## src/lcau_pkg.sv

```systemverilog
package lcau_pkg;

    localparam int MAX_CLUSTERS = 64;
    localparam int COUNT_BITS   = 16;

    localparam int IDX_W      = $clog2(MAX_CLUSTERS);
    localparam int USED_W     = $clog2(MAX_CLUSTERS + 1);
    localparam int CRD_W      = 16;
    localparam int SUM_W      = 32;
    localparam int SQ_W       = 32;
    localparam int DIST_W     = 34;
    localparam int RAD_W      = 16;
    localparam int RAD2_W     = 2 * RAD_W;
    localparam int CFG_IDX_W  = 2;
    localparam int DIV_STEP_W = $clog2(SUM_W);

    // item kinds
    localparam logic [1:0] KIND_POINT = 2'd0;
    localparam logic [1:0] KIND_PASS  = 2'd1;
    localparam logic [1:0] KIND_CLEAR = 2'd2;

    // point outcomes
    localparam logic [1:0] OUT_AVERAGED = 2'd0;
    localparam logic [1:0] OUT_COUNTED  = 2'd1;
    localparam logic [1:0] OUT_NEW      = 2'd2;
    localparam logic [1:0] OUT_FULL     = 2'd3;

    // configuration register indexes
    localparam logic [CFG_IDX_W-1:0] CFG_CUTOFF  = 2'd0;
    localparam logic [CFG_IDX_W-1:0] CFG_EXCLUDE = 2'd1;
    localparam logic [CFG_IDX_W-1:0] CFG_DRIFT   = 2'd2;
    localparam logic [CFG_IDX_W-1:0] CFG_TOL     = 2'd3;

    localparam logic [COUNT_BITS-1:0] CNT_MAX = {COUNT_BITS{1'b1}};

    typedef enum logic [3:0] {
        ST_IDLE,
        ST_SCAN,
        ST_DRAIN,
        ST_DECIDE,
        ST_UPDATE,
        ST_PASS_ENTRY,
        ST_PASS_DIV,
        ST_PASS_MOVE,
        ST_DONE
    } t_state;

    typedef enum logic [1:0] {
        ACT_AVERAGE,
        ACT_COUNT,
        ACT_OPEN
    } t_action;

    typedef struct packed {
        logic signed [CRD_W-1:0]  cx;
        logic signed [CRD_W-1:0]  cy;
        logic signed [CRD_W-1:0]  cz;
        logic signed [SUM_W-1:0]  sx;
        logic signed [SUM_W-1:0]  sy;
        logic signed [SUM_W-1:0]  sz;
        logic [COUNT_BITS-1:0]    mcnt;
        logic [COUNT_BITS-1:0]    acnt;
    } t_entry;

    typedef struct packed {
        logic                     valid;
        logic [IDX_W-1:0]         tag;
        logic signed [CRD_W-1:0]  ax;
        logic signed [CRD_W-1:0]  ay;
        logic signed [CRD_W-1:0]  az;
        logic signed [CRD_W-1:0]  bx;
        logic signed [CRD_W-1:0]  by;
        logic signed [CRD_W-1:0]  bz;
    } t_dist_req;

    typedef struct packed {
        logic                     valid;
        logic                     busy;
        logic [IDX_W-1:0]         tag;
        logic [DIST_W-1:0]        dsq;
    } t_dist_rsp;

endpackage

```

## src/lcau_div.sv

```systemverilog
module lcau_div import lcau_pkg::*; (
    input  logic                    i_clk,
    input  logic                    i_rst_n,
    input  logic                    i_start,
    input  logic signed [SUM_W-1:0] i_sum,
    input  logic [COUNT_BITS-1:0]   i_count,
    output logic                    o_done,
    output logic signed [CRD_W-1:0] o_quot
);

    logic                    r_busy;
    logic                    r_done;
    logic [DIV_STEP_W-1:0]   r_step;
    logic [SUM_W-1:0]        r_num;
    logic [COUNT_BITS-1:0]   r_rem;
    logic [COUNT_BITS-1:0]   r_den;
    logic                    r_neg;
    logic [SUM_W-1:0]        r_q;

    logic [SUM_W:0]          w_ext;
    logic [SUM_W:0]          w_mag;
    logic [COUNT_BITS:0]     w_trial;
    logic                    w_ge;
    logic [COUNT_BITS:0]     w_rem;

    always_comb begin
        w_ext   = {i_sum[SUM_W-1], i_sum};
        w_mag   = i_sum[SUM_W-1] ? -w_ext : w_ext;
        w_trial = {r_rem, r_num[SUM_W-1]};
        w_ge    = (w_trial >= {1'b0, r_den});
        w_rem   = w_ge ? (w_trial - {1'b0, r_den}) : w_trial;
    end

    // restoring division on magnitudes, one quotient bit a cycle
    always_ff @(posedge i_clk) begin
        if (!i_rst_n) begin
            r_busy <= 1'b0;
            r_done <= 1'b0;
        end else begin
            r_done <= 1'b0;
            if (i_start) begin
                r_busy <= 1'b1;
                r_step <= '0;
                r_num  <= w_mag[SUM_W-1:0];
                r_rem  <= '0;
                r_den  <= i_count;
                r_neg  <= i_sum[SUM_W-1];
                r_q    <= '0;
            end else if (r_busy) begin
                r_num  <= {r_num[SUM_W-2:0], 1'b0};
                r_rem  <= w_rem[COUNT_BITS-1:0];
                r_q    <= {r_q[SUM_W-2:0], w_ge};
                r_step <= r_step + 1'b1;
                if (r_step == DIV_STEP_W'(SUM_W - 1)) begin
                    r_busy <= 1'b0;
                    r_done <= 1'b1;
                end
            end
        end
    end

    assign o_done = r_done;
    assign o_quot = r_neg ? -r_q[CRD_W-1:0] : r_q[CRD_W-1:0];

endmodule

```

## config.mk

```make
export PLATFORM = sky130hd
export DESIGN_NAME = lcau_div
export DESIGN_NICKNAME = d
export VERILOG_FILES = /design/src/lcau_pkg.sv /design/src/lcau_div.sv
export SDC_FILE = /design/constraint.sdc
export NUM_CORES = 1
export LEC_CHECK = 0
export ABC_AREA = 1
export CELL_PAD_IN_SITES_DETAIL_PLACEMENT = 0
export CELL_PAD_IN_SITES_GLOBAL_PLACEMENT = 2
export CORE_ASPECT_RATIO = 0.8
export CORE_UTILIZATION = 40
export DETAILED_ROUTE_END_ITERATION = 8
export DONT_BUFFER_PORTS = 1
export PLACE_DENSITY = 0.84
export SLEW_MARGIN = 10
export SYNTH_ARGS = -nofsm -noshare
export SYNTH_HDL_FRONTEND = slang
export SYNTH_SLANG_ARGS = --single-unit
```

## constraint.sdc

```tcl
create_clock -name i_clk -period 8.65 [get_ports i_clk]
set_clock_uncertainty 0.15 [all_clocks]
set_input_delay 0.865 -clock i_clk [delete_from_list [all_inputs] [get_ports i_clk]]
set_output_delay 0.865 -clock i_clk [all_outputs]
set_load 0.03 [all_outputs]
```

Word-level counts from Yosys, hierarchy flattened
Cells that the tools add are included.

storage, ports and cells
  output and inout bits = 17
  bits of input ports = 51
  memory bits (writable) = 0
  bits in registers = 88
  memories kept = 0
  ROM bits = 0
  latch bits = 0
  word-level logic and storage cells = 32

operators by class
  magnitude comparators = 1
  div/mod/pow operators = 0
  reduce and logical (&&, ||, !) cells = 4
  bitwise gates (word level) = 2
  multipliers = 0
  shift-type cells = 0
  $add $sub $neg = 4
  multiplexer cells = 12
  eq/ne operators = 1

operators by type and width
  operator                                      count
  2-to-1 mux 32 bit                             3
  2-to-1 mux 16 bit                             4
  negation 32 bit                               1
  greater-or-equal comparator 17 x 16 -> 1 bit  1
  negation 16 bit                               1
  subtractor 16 bit                             1
  adder 5 x 1 -> 5 bit (second input constant)  1
  equality test 5 bit (second input constant)   1
  2-to-1 mux 5 bit                              1
  2-to-1 mux 1 bit                              4
  AND reduction 2 bit                           2
  OR reduction 3 bit                            1
  inverter 1 bit                                2
  nonzero test 2 bit                            1

Depth between registers and ports, before layout
Gate-level depths: netlist of the first run.

  depth after elaboration = 4
  gate-level depth with buffers = 14
  depth with buffers taken out = 14

Least setup slack after synthesis of the first run
OpenSTA, ideal clock, no wires.

  path kind = input to register
  start point = input port i_start
  end point = register r_num[0], enable pin
  arrival time = 2963 ps
  library setup time = 429 ps
  slack = 5108 ps
  required time = 8071 ps
  stages = 4
  path buffers = 2
  cell sequence = clkbuf_1 -> clkbuf_1 -> nand2_1 -> nand2_1

between the ends
  cells in the longest elaborated chain, start to end = 2

RTL lines
  item                                  line            RTL
  from (decl)                           lcau_div.sv:4   input logic i_start,
  nonzero test 2 bit (no source line)   n/a
  AND reduction 2 bit (no source line)  n/a
  to (signal assigned)                  lcau_div.sv:44  r_num <= w_mag[SUM_W-1:0];
  to (signal assigned)                  lcau_div.sv:50  r_num <= {r_num[SUM_W-2:0], 1'b0};
  to (decl)                             lcau_div.sv:14  logic [SUM_W-1:0] r_num;

No other way between the ends.
A chain may end at the register's enable or synchronous reset.

Final worst setup path of the first run
  start point = register r_q[0]
  end point = output port o_quot[10]

between the ends
  cells in the longest elaborated chain, start to end = 2

RTL lines
  item                    line            RTL
  from (decl)             lcau_div.sv:18  logic [SUM_W-1:0] r_q;
  from (signal assigned)  lcau_div.sv:52  r_q <= {r_q[SUM_W-2:0], w_ge};
  negation 16 bit         lcau_div.sv:63  assign o_quot = r_neg ? -r_q[CRD_W-1:0] : r_q[CRD_W-1:0];
  2-to-1 mux 16 bit       lcau_div.sv:63
  to (decl)               lcau_div.sv:8   output logic signed [CRD_W-1:0] o_quot

No other way between the ends.

==> summary.log, run 1 <==
INFO  critical_path  reg2reg_slack=6000ps
INFO  job            cap_violations=0
INFO  synth          synthArstFlopShare=0%
INFO  synth          synth_edf_count=86
INFO  die            die_width=138um
INFO  timing         period_minus_slack=3660ps
INFO  synth          synth_warn=0
INFO  timing         grt_setup_unrepaired=false
INFO  cts            cts_tree=yes
INFO  routing        detail_route.wl_per_cell=14.9um
INFO  routing        drt_drc_violations_left=0
INFO  timing         timing_hold_violations_final=0
INFO  critical_path  r2r-start=r_rem[13]$_SDFFCE_PP0P_
INFO  global_routing busiest_layer=met1
INFO  cells_and_area antenna_cells_inserted=0
INFO  synth          ys_seq_area_share=44.3%
INFO  cells_and_area post_route_cells_drive_above_1_share=6.07%
INFO  cells_and_area area_delta_synth_final=7.56%
INFO  global_routing globalRouteMet2Util=28.1%
INFO  synth          number_of_flip_flops_and_latches_in_the_synthesized_netlist=88
INFO  timing         worst_slew_margin_rel=37.2%
INFO  critical_path  reg2reg_depth=9
INFO  cells_and_area nets=841
INFO  cts            clkSlewWorstSetupHoldPaths=70ps
INFO  status         outcome=finished, final reports clean
INFO  power          static-leakage-power=2.99nW
INFO  cts            clockBufferDepth=2
INFO  timing         total_negative_setup_slack=0ps
INFO  global_routing grt_start_max_net_pins=54
INFO  die            die_h=111um
INFO  critical_path  r2r_end=r_rem[0]$_SDFFCE_PP0P_
INFO  critical_path  slowest_delay=550ps
INFO  global_routing grt_use_met1=28.2%
INFO  synth          postSynth.topFlopCell=edfxtp_1
INFO  synth          syn-instance-count=777
INFO  critical_path  critical-path-slowest-cell=edfxtp_1
INFO  synth          synth_nets=849
INFO  cells_and_area fin_cells=958
INFO  cts            numCtsBuffers=9
INFO  critical_path  setup.worst_path.class=flop to output port
INFO  routing        wl=14.3mm
INFO  global_routing grt_first_pass_wirelength=23.4mm
INFO  timing         maxClockFrequency=274MHz
INFO  synth          syn-mean-instance-area=7.62squm
INFO  critical_path  end_point_of_the_critical_path=o_quot[10]
INFO  cts            tritoncts_num_sinks=88
INFO  cts            postCtsSetupBuffers=0
INFO  die            initial_utilization=41.3%
INFO  timing         setup-violations-final=0
INFO  placed_design  place_inst=942
INFO  global_routing vias_in_the_first_global_route=4,587
INFO  power          power_per_cell_area=200nW/um^2
INFO  synth          synth.distinct_cells=34
INFO  die            ioPinCount=68
INFO  cts            ctsRootBufferMaster=clkbuf_16
INFO  power          worst_ir_drop_vdd=0.000116V
INFO  critical_path  cp.required=7640ps
INFO  placed_design  io_buffers=0
INFO  timing         timing_worst_slew_pin_value=933ps
INFO  routing        detailroute.via_count=4,739
INFO  critical_path  end_kind=output port
INFO  placed_design  gp_congestion=0.829
INFO  min_path       hold_class=flop to flop
INFO  critical_path  start_kind=flop
INFO  timing         final_max_slew_viol_count=0
INFO  timing         post-route-period-util=42.3%
INFO  die            die-area=15,300squm
INFO  global_routing met3_usage=6.44%
INFO  cts            resized_cells_post_cts=0
INFO  cts            post_cts_hold_buffer_count=0
INFO  routing        first_pass_iters=5
INFO  cts            ctsHtreeMaxLevel=3
INFO  critical_path  critical_path.cell_chain=inv_1, ha_1, nand3_1, nor2_1, nand2_1, nor3_1, a21oi_1, xor2_1
INFO  global_routing antenna_found_initial=0
INFO  critical_path  worst-endpoint-arrival=2640ps
INFO  die            rows=39
INFO  global_routing grt.overflow.total=0
INFO  critical_path  largest_fanout_of_any_net_on_the_critical_path=4
INFO  critical_path  worstSetupStartpoint=r_q[0]$_SDFFCE_PP0P_
INFO  routing        drt.antenna.violating_nets=0
INFO  routing        vias_per_cell=4.95
INFO  global_routing globalRouteTotalUtil=19.6%
INFO  routing        detail_route.iter0.violations=283
INFO  die            core_area=14,300squm
INFO  synth          syn_area=5920squm
INFO  placed_design  dp.final_hpwl=10.2mm
INFO  cts            clock_latency=350ps
[how the worst min path moves through the flow]
stage | startpoint | to | depth (start not counted)
2_1_floorplan | r_busy$_SDFF_PN0_ | o_done$_SDFF_PP0_ | 2
4_1_cts | r_busy$_SDFF_PN0_ | o_done$_SDFF_PP0_ | 2
3_5_place_dp | r_busy$_SDFF_PN0_ | o_done$_SDFF_PP0_ | 2
5_1_grt | r_busy$_SDFF_PN0_ | o_done$_SDFF_PP0_ | 2
6_report | r_busy$_SDFF_PN0_ | o_done$_SDFF_PP0_ | 2
3_3_place_gp | r_busy$_SDFF_PN0_ | o_done$_SDFF_PP0_ | 2
[cells by family after synthesis]
kind of cell / after synthesis / share of synthesized area (%)
flops: 88 / 44.3
compound gates: 48 / 4.31
simple gates: 452 / 33.1
fa+ha+maj: 21 / 4.56
xor+xnor: 28 / 4.14
buf+inv: 140 / 9.57
[cell usage in the layout, fill, tap and decap left out, types with 2 or more instances in the layout]
cell type and instances:
a21oi_1 13, a31oi_1 4, buf_4 2, bufinv_16 2
clkbuf_16 9, clkinv_2 2, dfxtp_1 2, edfxtp_1 86
ha_1 20, inv_1 111, inv_2 8, nand2_1 227
nand2_2 7, nand2_4 2, nand3_1 58, nand3_2 4
nand3b_1 15, nand4_1 9, nor2_1 113, nor2_2 3
nor2_4 4, nor3_1 6, o21ai_0 26, o31ai_1 2
or2_0 2, xnor2_1 6, xor2_1 22
[flip-flops by register name, summed over array words and instances, names as in the netlist]
signal / count
r_den: 16
r_rem: 16
r_q: 16
r_busy: 1
o_done: 1
r_num: 32
r_neg: 1
r_step: 5
[stage by stage]
| stage | hold WS (ps) | setup slack [ps] | power [mW] | cell area (sq um) | utilization, % |
|---|---|---|---|---|---|
| 4_1_cts | 347 | 5020 | 1.29 | 6370 | 44.4 |
| 5_1_grt | 386 | 4830 | 1.35 | 6370 | 44.4 |
| 6_report | 344 | 4990 | 1.28 | 6370 | 44.4 |
| 2_1_floorplan | 287 | 5110 | 0.797 | 5920 | - |
| 3_3_place_gp | 324 | 5440 | 0.850 | 6050 | 42.2 |
| 3_5_place_dp | 334 | 5420 | 0.853 | 6050 | 42.2 |
[layer usage]
layer / share of wire [%] / vias up
met2: 40 / 106
met1: 53 / 2160
met4: 1.1 / 0
met3: 6.7 / 11
met5: 0 / -
li1: - / 2462
[cells in the mapped netlist, types with 4 or more instances]
cell type / count / share of area, %
a21oi_1: 13 / 1.1
nand3b_1: 15 / 1.9
ha_1: 20 / 4.2
edfxtp_1: 86 / 44
xor2_1: 22 / 3.3
xnor2_1: 6 / 0.89
nor2_4: 4 / 0.76
inv_1: 111 / 7.0
clkbuf_1: 7 / 0.44
o21ai_0: 26 / 2.2
nand2_1: 228 / 14
nor2_1: 113 / 7.2
nand3_2: 4 / 0.68
nor3_1: 6 / 0.51
nand3_1: 58 / 4.9
nand4_1: 9 / 0.95
nand2_2: 6 / 0.63
inv_2: 8 / 0.51
a31oi_1: 4 / 0.42
buf_2: 6 / 0.51
[power breakdown]
group,switching (mW),total [mW],internal [mW],leakage [nW]
Combinational,0.207,0.302,0.0952,1.98
Clock,0.178,0.432,0.254,0.156
Sequential,0.0197,0.541,0.522,0.855
[cell type report]
type                            count  area [sq um]
Sequential cell                    88          2620
Multi-Input combinational cell    549          2740
Inverter                          119           447
Tap cell                          184           230
Timing Repair Buffer                2          15.0
Clock inverter                      7          95.1
Clock buffer                        9           225
Fill cell                        1480          7980
[critical path, delay by kind of cell, from the launching register on]
family,cells,cell delay [ps]
compound gates,1,150
buf+inv,1,140
fa+ha+maj,1,180
flops,1,550
xor+xnor,1,540
simple gates,4,730
Power figures use the tool's default switching activity.
==> run 2, diff against run 1 <==
--- a/config.mk
+++ b/config.mk
@@ -9,10 +9,10 @@
 export CELL_PAD_IN_SITES_DETAIL_PLACEMENT = 0
 export CELL_PAD_IN_SITES_GLOBAL_PLACEMENT = 2
 export CORE_ASPECT_RATIO = 0.8
-export CORE_UTILIZATION = 40
+export CORE_UTILIZATION = 38
 export DETAILED_ROUTE_END_ITERATION = 8
 export DONT_BUFFER_PORTS = 1
-export PLACE_DENSITY = 0.84
+export PLACE_DENSITY = 0.8
 export SLEW_MARGIN = 10
 export SYNTH_ARGS = -nofsm -noshare
 export SYNTH_HDL_FRONTEND = slang
==> constraint.sdc (replaced) <==
create_clock -name i_clk -period 3.8 [get_ports i_clk]
set_clock_uncertainty 0.15 [all_clocks]
set_input_delay 0.38 -clock i_clk [delete_from_list [all_inputs] [get_ports i_clk]]
set_output_delay 0.38 -clock i_clk [all_outputs]
set_load 0.03 [all_outputs]
==> run 2 against run 1 <==
Utilization down 0.95 points. Worst setup slack worse by 4200 ps. Critical endpoint unchanged. Global-route usage down 0.70 points. First-iteration DRC count down 10%. Register-to-register slack worse by 4700 ps. Sequential share of layout area down 1.2 points. Combinational power up 130%. Highest routed layer unchanged. Final cell count up 4.6%. Wire length up 0.46%. Worst hold slack worse by 290 ps. Via count down 0.93%.
==> summary.log, run 2 (synthesized netlist as in run 1, its figures left out) <==
INFO  status         outcome=finished, final reports clean
INFO  cts            numCtsBuffers=9
INFO  die            core_area=15,100squm
INFO  die            initial_utilization=39.2%
INFO  critical_path  reg2reg_depth=10
INFO  power          worst_ir_drop_vdd=0.000193V
INFO  critical_path  critical_path.cell_chain=inv_1, ha_1, nand3_1, nor2_1, nand2_1, nor3_1, a21oi_1, xor2_1
INFO  critical_path  reg2reg_slack=1350ps
INFO  critical_path  cp.required=3270ps
INFO  timing         finalWorstSetupSlack=762ps
INFO  global_routing grt_start_max_net_pins=50
INFO  global_routing antenna_found_initial=0
INFO  min_path       worstHoldEndpoint=r_num[0]$_SDFFCE_PN0P_
INFO  cts            clock_latency=350ps
INFO  timing         timing_worst_slew_pin_value=952ps
INFO  routing        first_pass_iters=4
INFO  min_path       hold_path.startpoint=i_sum[0]
INFO  critical_path  largest_fanout_of_any_net_on_the_critical_path=4
INFO  die            die-area=16,100squm
INFO  power          switching_share=32.2%
INFO  critical_path  r2r-start=r_rem[11]$_SDFFCE_PP0P_
INFO  critical_path  worst_path_dominant_cell_family=simple AND/OR/NAND/NOR gates
INFO  min_path       hold_class=primary input to flop
INFO  cts            clkSlewWorstSetupHoldPaths=70ps
INFO  cells_and_area most-common-layout-cells=nand2_1 (227), nor2_1 (113), inv_1 (111)
INFO  timing         maxClockFrequency=329MHz
INFO  routing        detail_route.iter0.violations=254
INFO  critical_path  start_kind=flop
INFO  critical_path  slowest_delay=540ps
INFO  timing         worst_slew_margin_rel=35.8%
INFO  timing         final_max_slew_viol_count=0
INFO  cts            clockBufferDepth=2
INFO  cts            ctsRootBufferMaster=clkbuf_16
INFO  power          internal_power=1.93mW
INFO  critical_path  worst-endpoint-arrival=2510ps
INFO  timing         setup-violations-final=0
INFO  timing         total_negative_setup_slack=0ps
INFO  global_routing grt.overflow.total=0
INFO  die            die_width=142um
INFO  job            cap_violations=0
INFO  critical_path  r2r_end=r_rem[3]$_SDFFCE_PP0P_
INFO  power          power.sequential.fraction=43.2%
INFO  cells_and_area flip_flop_count_of_the_largest_register_after_layout=32
INFO  power          finalPower=2.85mW
INFO  cts            cts_tree=yes
INFO  min_path       holdPathStages=2
INFO  cells_and_area post_route_cells_drive_above_1_share=6.06%
INFO  die            rows=40
INFO  cells_and_area mostFrequentLayoutCell=nand2_1
INFO  cts            tritoncts_num_sinks=88
INFO  power          power.switching=919uW
INFO  cts            postCtsSetupBuffers=0
INFO  global_routing grt_first_pass_wirelength=23.4mm
INFO  routing        drt.antenna.violating_nets=0
INFO  cells_and_area area_delta_synth_final=10.9%
INFO  global_routing globalRouteTotalUtil=18.9%
INFO  cells_and_area antenna_cells_inserted=0
INFO  cells_and_area final_core_utilization=43.5%
INFO  timing         period_minus_slack=3040ps
INFO  power          share_clk_of_total_power=32.0%
INFO  placed_design  dp.final_hpwl=10.1mm
INFO  timing         grt_setup_unrepaired=false
INFO  timing         post-route-period-util=80.0%
INFO  routing        drt_drc_violations_left=0
INFO  critical_path  critical-path-slowest-cell=edfxtp_1
INFO  critical_path  setup.worst_path.class=flop to output port
INFO  die            die_h=114um
INFO  cells_and_area largest_register_by_flop_count=r_num
INFO  routing        vias_per_cell=4.69
INFO  power          static-leakage-power=3.06nW
INFO  cells_and_area nets=859
INFO  placed_design  io_buffers=0
INFO  power          power_per_cell_area=434nW/um^2
INFO  timing         timing_hold_violations_final=0
INFO  placed_design  gp_congestion=0.806
INFO  cells_and_area fillCellCount=1,587
INFO  power          share_comb_of_total_power=24.8%
INFO  placed_design  placement.setup.worst_slack=1110ps
INFO  critical_path  end_kind=output port
INFO  die            ioPinCount=68
INFO  routing        detailroute.via_count=4,695
INFO  global_routing vias_in_the_first_global_route=4,520
INFO  critical_path  crit_buf_inv=1
INFO  routing        wl=14.3mm
INFO  routing        detail_route.wl_per_cell=14.3um
INFO  cts            ctsHtreeMaxLevel=3
==> run 2: cell count changes in the layout (fill, tap and decap cells not counted) <==
cell           delta
buf_12            +1
clkinv_2          +1
dlygate4sd3_1    +17
bufinv_16         -1
==> run 2: how the worst max path moves through the flow <==
stage	end	cells past startpoint	from
3_3_place_gp	o_quot[10]	8	r_q[0]$_SDFFCE_PP0P_
2_1_floorplan	r_num[0]$_SDFFCE_PN0P_	4	i_start
3_5_place_dp	o_quot[10]	8	r_q[0]$_SDFFCE_PP0P_
6_report	o_quot[10]	8	r_q[0]$_SDFFCE_PP0P_
4_1_cts	o_quot[10]	8	r_q[0]$_SDFFCE_PP0P_
5_1_grt	o_quot[10]	8	r_q[0]$_SDFFCE_PP0P_
==> run 2: routing by layer <==
layer | part of all wire [%] | vias to the layer above | routed length (um) | GRT usage (%)
met5 | 0 | - | 0 | 0
met4 | 0.75 | 0 | 107 | 4.73
met3 | 5.3 | 10 | 752 | 4.70
met2 | 38 | 90 | 5500 | 25.9
met1 | 56 | 2103 | 7960 | 29.1
li1 | - | 2492 | - | -
==> run 2: timing repair <==
item                      in CTS  in global routing
resized for setup              0                  0
hold endpoints to repair      17                  0
hold buffers                  17                  0
==> run 2: cell type report <==
type,instances,area (sq um),share of cell area (%)
Sequential cell,88,2620,39.9
Tap cell,210,263,4.00
Timing Repair Buffer,20,205,3.12
Clock inverter,7,70.1,1.07
Clock buffer,9,225,3.43
Multi-Input combinational cell,549,2740,41.6
Inverter,119,447,6.80
==> run 2: stage by stage <==
step / instance area [sq um] / hold WS, ps / std cells
floorplan: 5920 / 287 / 777
global placement: 6100 / 326 / 969
detailed placement: 6100 / 329 / 969
CTS: 6570 / 30.9 / 1002
global route: 6570 / 41.9 / 1002
finish: 6570 / 55.4 / 1002
==> run 2: power groups by stage <==
stage	clock network, mW	registers [mW]	logic, mW
floorplan	0	1.24	0.575
global placement	0	1.25	0.695
detailed placement	0	1.25	0.695
CTS	0.949	1.23	0.713
global route	0.966	1.24	0.813
finish	0.911	1.23	0.707
==> run 3, diff against run 2 <==
--- a/config.mk
+++ b/config.mk
@@ -9,10 +9,10 @@
 export CELL_PAD_IN_SITES_DETAIL_PLACEMENT = 0
 export CELL_PAD_IN_SITES_GLOBAL_PLACEMENT = 2
 export CORE_ASPECT_RATIO = 0.8
-export CORE_UTILIZATION = 38
+export CORE_UTILIZATION = 34
 export DETAILED_ROUTE_END_ITERATION = 8
 export DONT_BUFFER_PORTS = 1
-export PLACE_DENSITY = 0.8
+export PLACE_DENSITY = 0.76
 export SLEW_MARGIN = 10
 export SYNTH_ARGS = -nofsm -noshare
 export SYNTH_HDL_FRONTEND = slang
==> constraint.sdc (replaced) <==
create_clock -name i_clk -period 2.7 [get_ports i_clk]
set_clock_uncertainty 0.15 [all_clocks]
set_input_delay 0.27 -clock i_clk [delete_from_list [all_inputs] [get_ports i_clk]]
set_output_delay 0.27 -clock i_clk [all_outputs]
set_load 0.03 [all_outputs]
==> run 3 against run 2 <==
Worst setup slack got worse by 600 ps. Sequential cell count stayed put. Wire length up 5.9%. First-iteration DRC count increased by 28%. Register-to-register slack worse by 1100 ps. Power grew 49%. Die area grew 12%. Sequential power rose by 41%. Largest power group unchanged.
==> summary.log, run 3 (synthesized netlist as in run 1, its figures left out) <==
INFO  placed_design  post_place_cell_area=6180squm
INFO  global_routing met3_usage=4.56%
INFO  global_routing vias_in_the_first_global_route=4,672
INFO  power          share_comb_of_total_power=24.9%
INFO  cells_and_area nets=873
INFO  critical_path  worst-endpoint-arrival=2120ps
INFO  timing         period_minus_slack=2540ps
INFO  cells_and_area most-common-layout-cells=nand2_1 (224), nor2_1 (113), inv_1 (111)
INFO  timing         maxClockFrequency=394MHz
INFO  power          power.switching=1.32mW
INFO  status         outcome=finished, final reports clean
INFO  critical_path  reg2reg_slack=270ps
INFO  cts            tritoncts_num_sinks=88
INFO  die            ioPinCount=68
INFO  power          static-leakage-power=3.15nW
INFO  global_routing globalRouteMet2Util=25.4%
INFO  cells_and_area flip_flop_count_of_the_largest_register_after_layout=32
INFO  cts            cts_tree=yes
INFO  cts            clkSlewWorstSetupHoldPaths=70ps
INFO  die            die-area=18,000squm
INFO  cells_and_area antenna_cells_inserted=0
INFO  timing         final_max_slew_viol_count=0
INFO  timing         grt_setup_unrepaired=false
INFO  min_path       hold_class=primary input to flop
INFO  cells_and_area area_delta_synth_final=14.6%
INFO  routing        vias_per_cell=4.74
INFO  critical_path  end_kind=output port
INFO  die            rows=42
INFO  critical_path  largest_fanout_of_any_net_on_the_critical_path=5
INFO  global_routing globalRouteTotalUtil=18.0%
INFO  cts            ctsHtreeMaxLevel=3
INFO  routing        detail_route.iter0.violations=326
INFO  critical_path  cp.required=2280ps
INFO  cells_and_area mostFrequentLayoutCell=nand2_1
INFO  timing         timing_hold_violations_final=0
INFO  cells_and_area largest_register_by_flop_count=r_num
INFO  cts            ctsRootBufferMaster=clkbuf_16
INFO  cts            numCtsBuffers=9
INFO  global_routing grt_start_max_net_pins=70
INFO  routing        first_pass_iters=6
INFO  timing         total_negative_setup_slack=0ps
INFO  routing        detailroute.via_count=4,859
INFO  die            die_width=150um
INFO  global_routing grt.overflow.total=0
INFO  placed_design  io_buffers=0
INFO  timing         setup-violations-final=0
INFO  global_routing antenna_found_initial=0
INFO  critical_path  start_kind=flop
INFO  routing        drt.antenna.violating_nets=0
INFO  power          power.sequential.fraction=40.8%
INFO  timing         timing_worst_slew_pin_value=823ps
INFO  job            cap_violations=0
INFO  die            die_h=120um
INFO  critical_path  setup.worst_path.class=flop to output port
INFO  placed_design  gp_congestion=0.810
INFO  die            core_area=16,800squm
INFO  cells_and_area post_route_cells_drive_above_1_share=7.69%
INFO  power          finalPower=4.25mW
INFO  routing        wl=15.2mm
INFO  power          worst_ir_drop_vdd=0.000352V
INFO  power          switching_share=31.0%
INFO  power          share_clk_of_total_power=34.2%
INFO  timing         worst_slew_margin_rel=45.1%
INFO  cells_and_area final_area=6780squm
INFO  power          power_per_cell_area=627nW/um^2
INFO  global_routing busiest_layer=met1
INFO  die            initial_utilization=35.3%
INFO  power          internal_power=2.93mW
INFO  cts            clock_latency=350ps
INFO  routing        detail_route.wl_per_cell=14.8um
INFO  placed_design  dp.final_hpwl=10.8mm
INFO  routing        drt_drc_violations_left=0
INFO  global_routing grt_use_met1=27.1%
INFO  timing         post-route-period-util=93.9%
INFO  global_routing grt_first_pass_wirelength=24.6mm
INFO  cts            clockBufferDepth=2
## run 3: cell types whose count changed in the layout (fill, tap and decap cells not counted), sizes merged
cell	before	now
clkinv	4	3
clkbuf	9	10
bufinv	1	3
buf	3	13
clkinvlp	1	0
inv	120	119
dlygate4sd3	17	21
## run 3: final timing paths
kind / cells after the start / startpoint / to
setup / recovery: 7 / r_q[0]$_SDFFCE_PP0P_ / o_quot[9]
hold / removal: 2 / i_start / r_num[19]$_DFFE_PP_
setup reg to reg: 11 / r_rem[11]$_SDFFCE_PP0P_ / r_q[0]$_SDFFCE_PP0P_
hold reg to reg: 2 / r_busy$_SDFF_PN0_ / o_done$_SDFF_PP0_
## run 3: metal layers
metal / share of wire [%] / vias to the layer above
li1: - / 2523
met1: 54 / 2211
met2: 39 / 109
met3: 5.7 / 16
met4: 1.3 / 0
met5: 0 / -
## run 3: stage by stage
| stage | hold WS, ps | setup WS [ps] | std cells | util, % |
|---|---|---|---|---|
| 6_report | 18.2 | 164 | 1026 | 40.5 |
| 5_1_grt | 11.0 | 1.87 | 1026 | 40.5 |
| 4_1_cts | 6.04 | 26.0 | 1026 | 40.3 |
| 3_5_place_dp | 219 | 289 | 988 | 36.9 |
| 3_3_place_gp | 219 | 300 | 988 | 36.9 |
| 2_1_floorplan | 219 | 392 | 777 | - |
## run 3: area by class of cell
type | count | area (sq um)
Sequential cell | 88 | 2620
Fill cell | 1696 | 9980
Tap cell | 220 | 275
Clock inverter | 6 | 108
Multi-Input combinational cell | 549 | 2770
Inverter | 119 | 447
Clock buffer | 10 | 229
Timing Repair Buffer | 34 | 333
## run 3: worst max-delay path, stage by stage (launching register included)
cell and delay (ps):
edfxtp_1 410, buf_4 200, nor3_2 230, nand3_2 140
nor3_4 290, a21oi_1 120, xor2_1 200, buf_4 200
## run 3: what timing repair did
item / CTS / global route
gates resized for setup: 1 / 7
setup endpoints to repair: 2 / 7
pin swaps: 0 / 2
setup buffers: 0 / 0
hold endpoints to repair: 48 / 0
hold buffers: 22 / 0
## run 3: power groups by stage
stage / clock (mW) / combinational (mW) / sequential, mW
6_report: 1.46 / 1.06 / 1.74
5_1_grt: 1.54 / 1.20 / 1.75
4_1_cts: 1.50 / 1.06 / 1.73
3_5_place_dp: 0 / 1.02 / 1.76
3_3_place_gp: 0 / 1.02 / 1.76
2_1_floorplan: 0 / 0.811 / 1.74
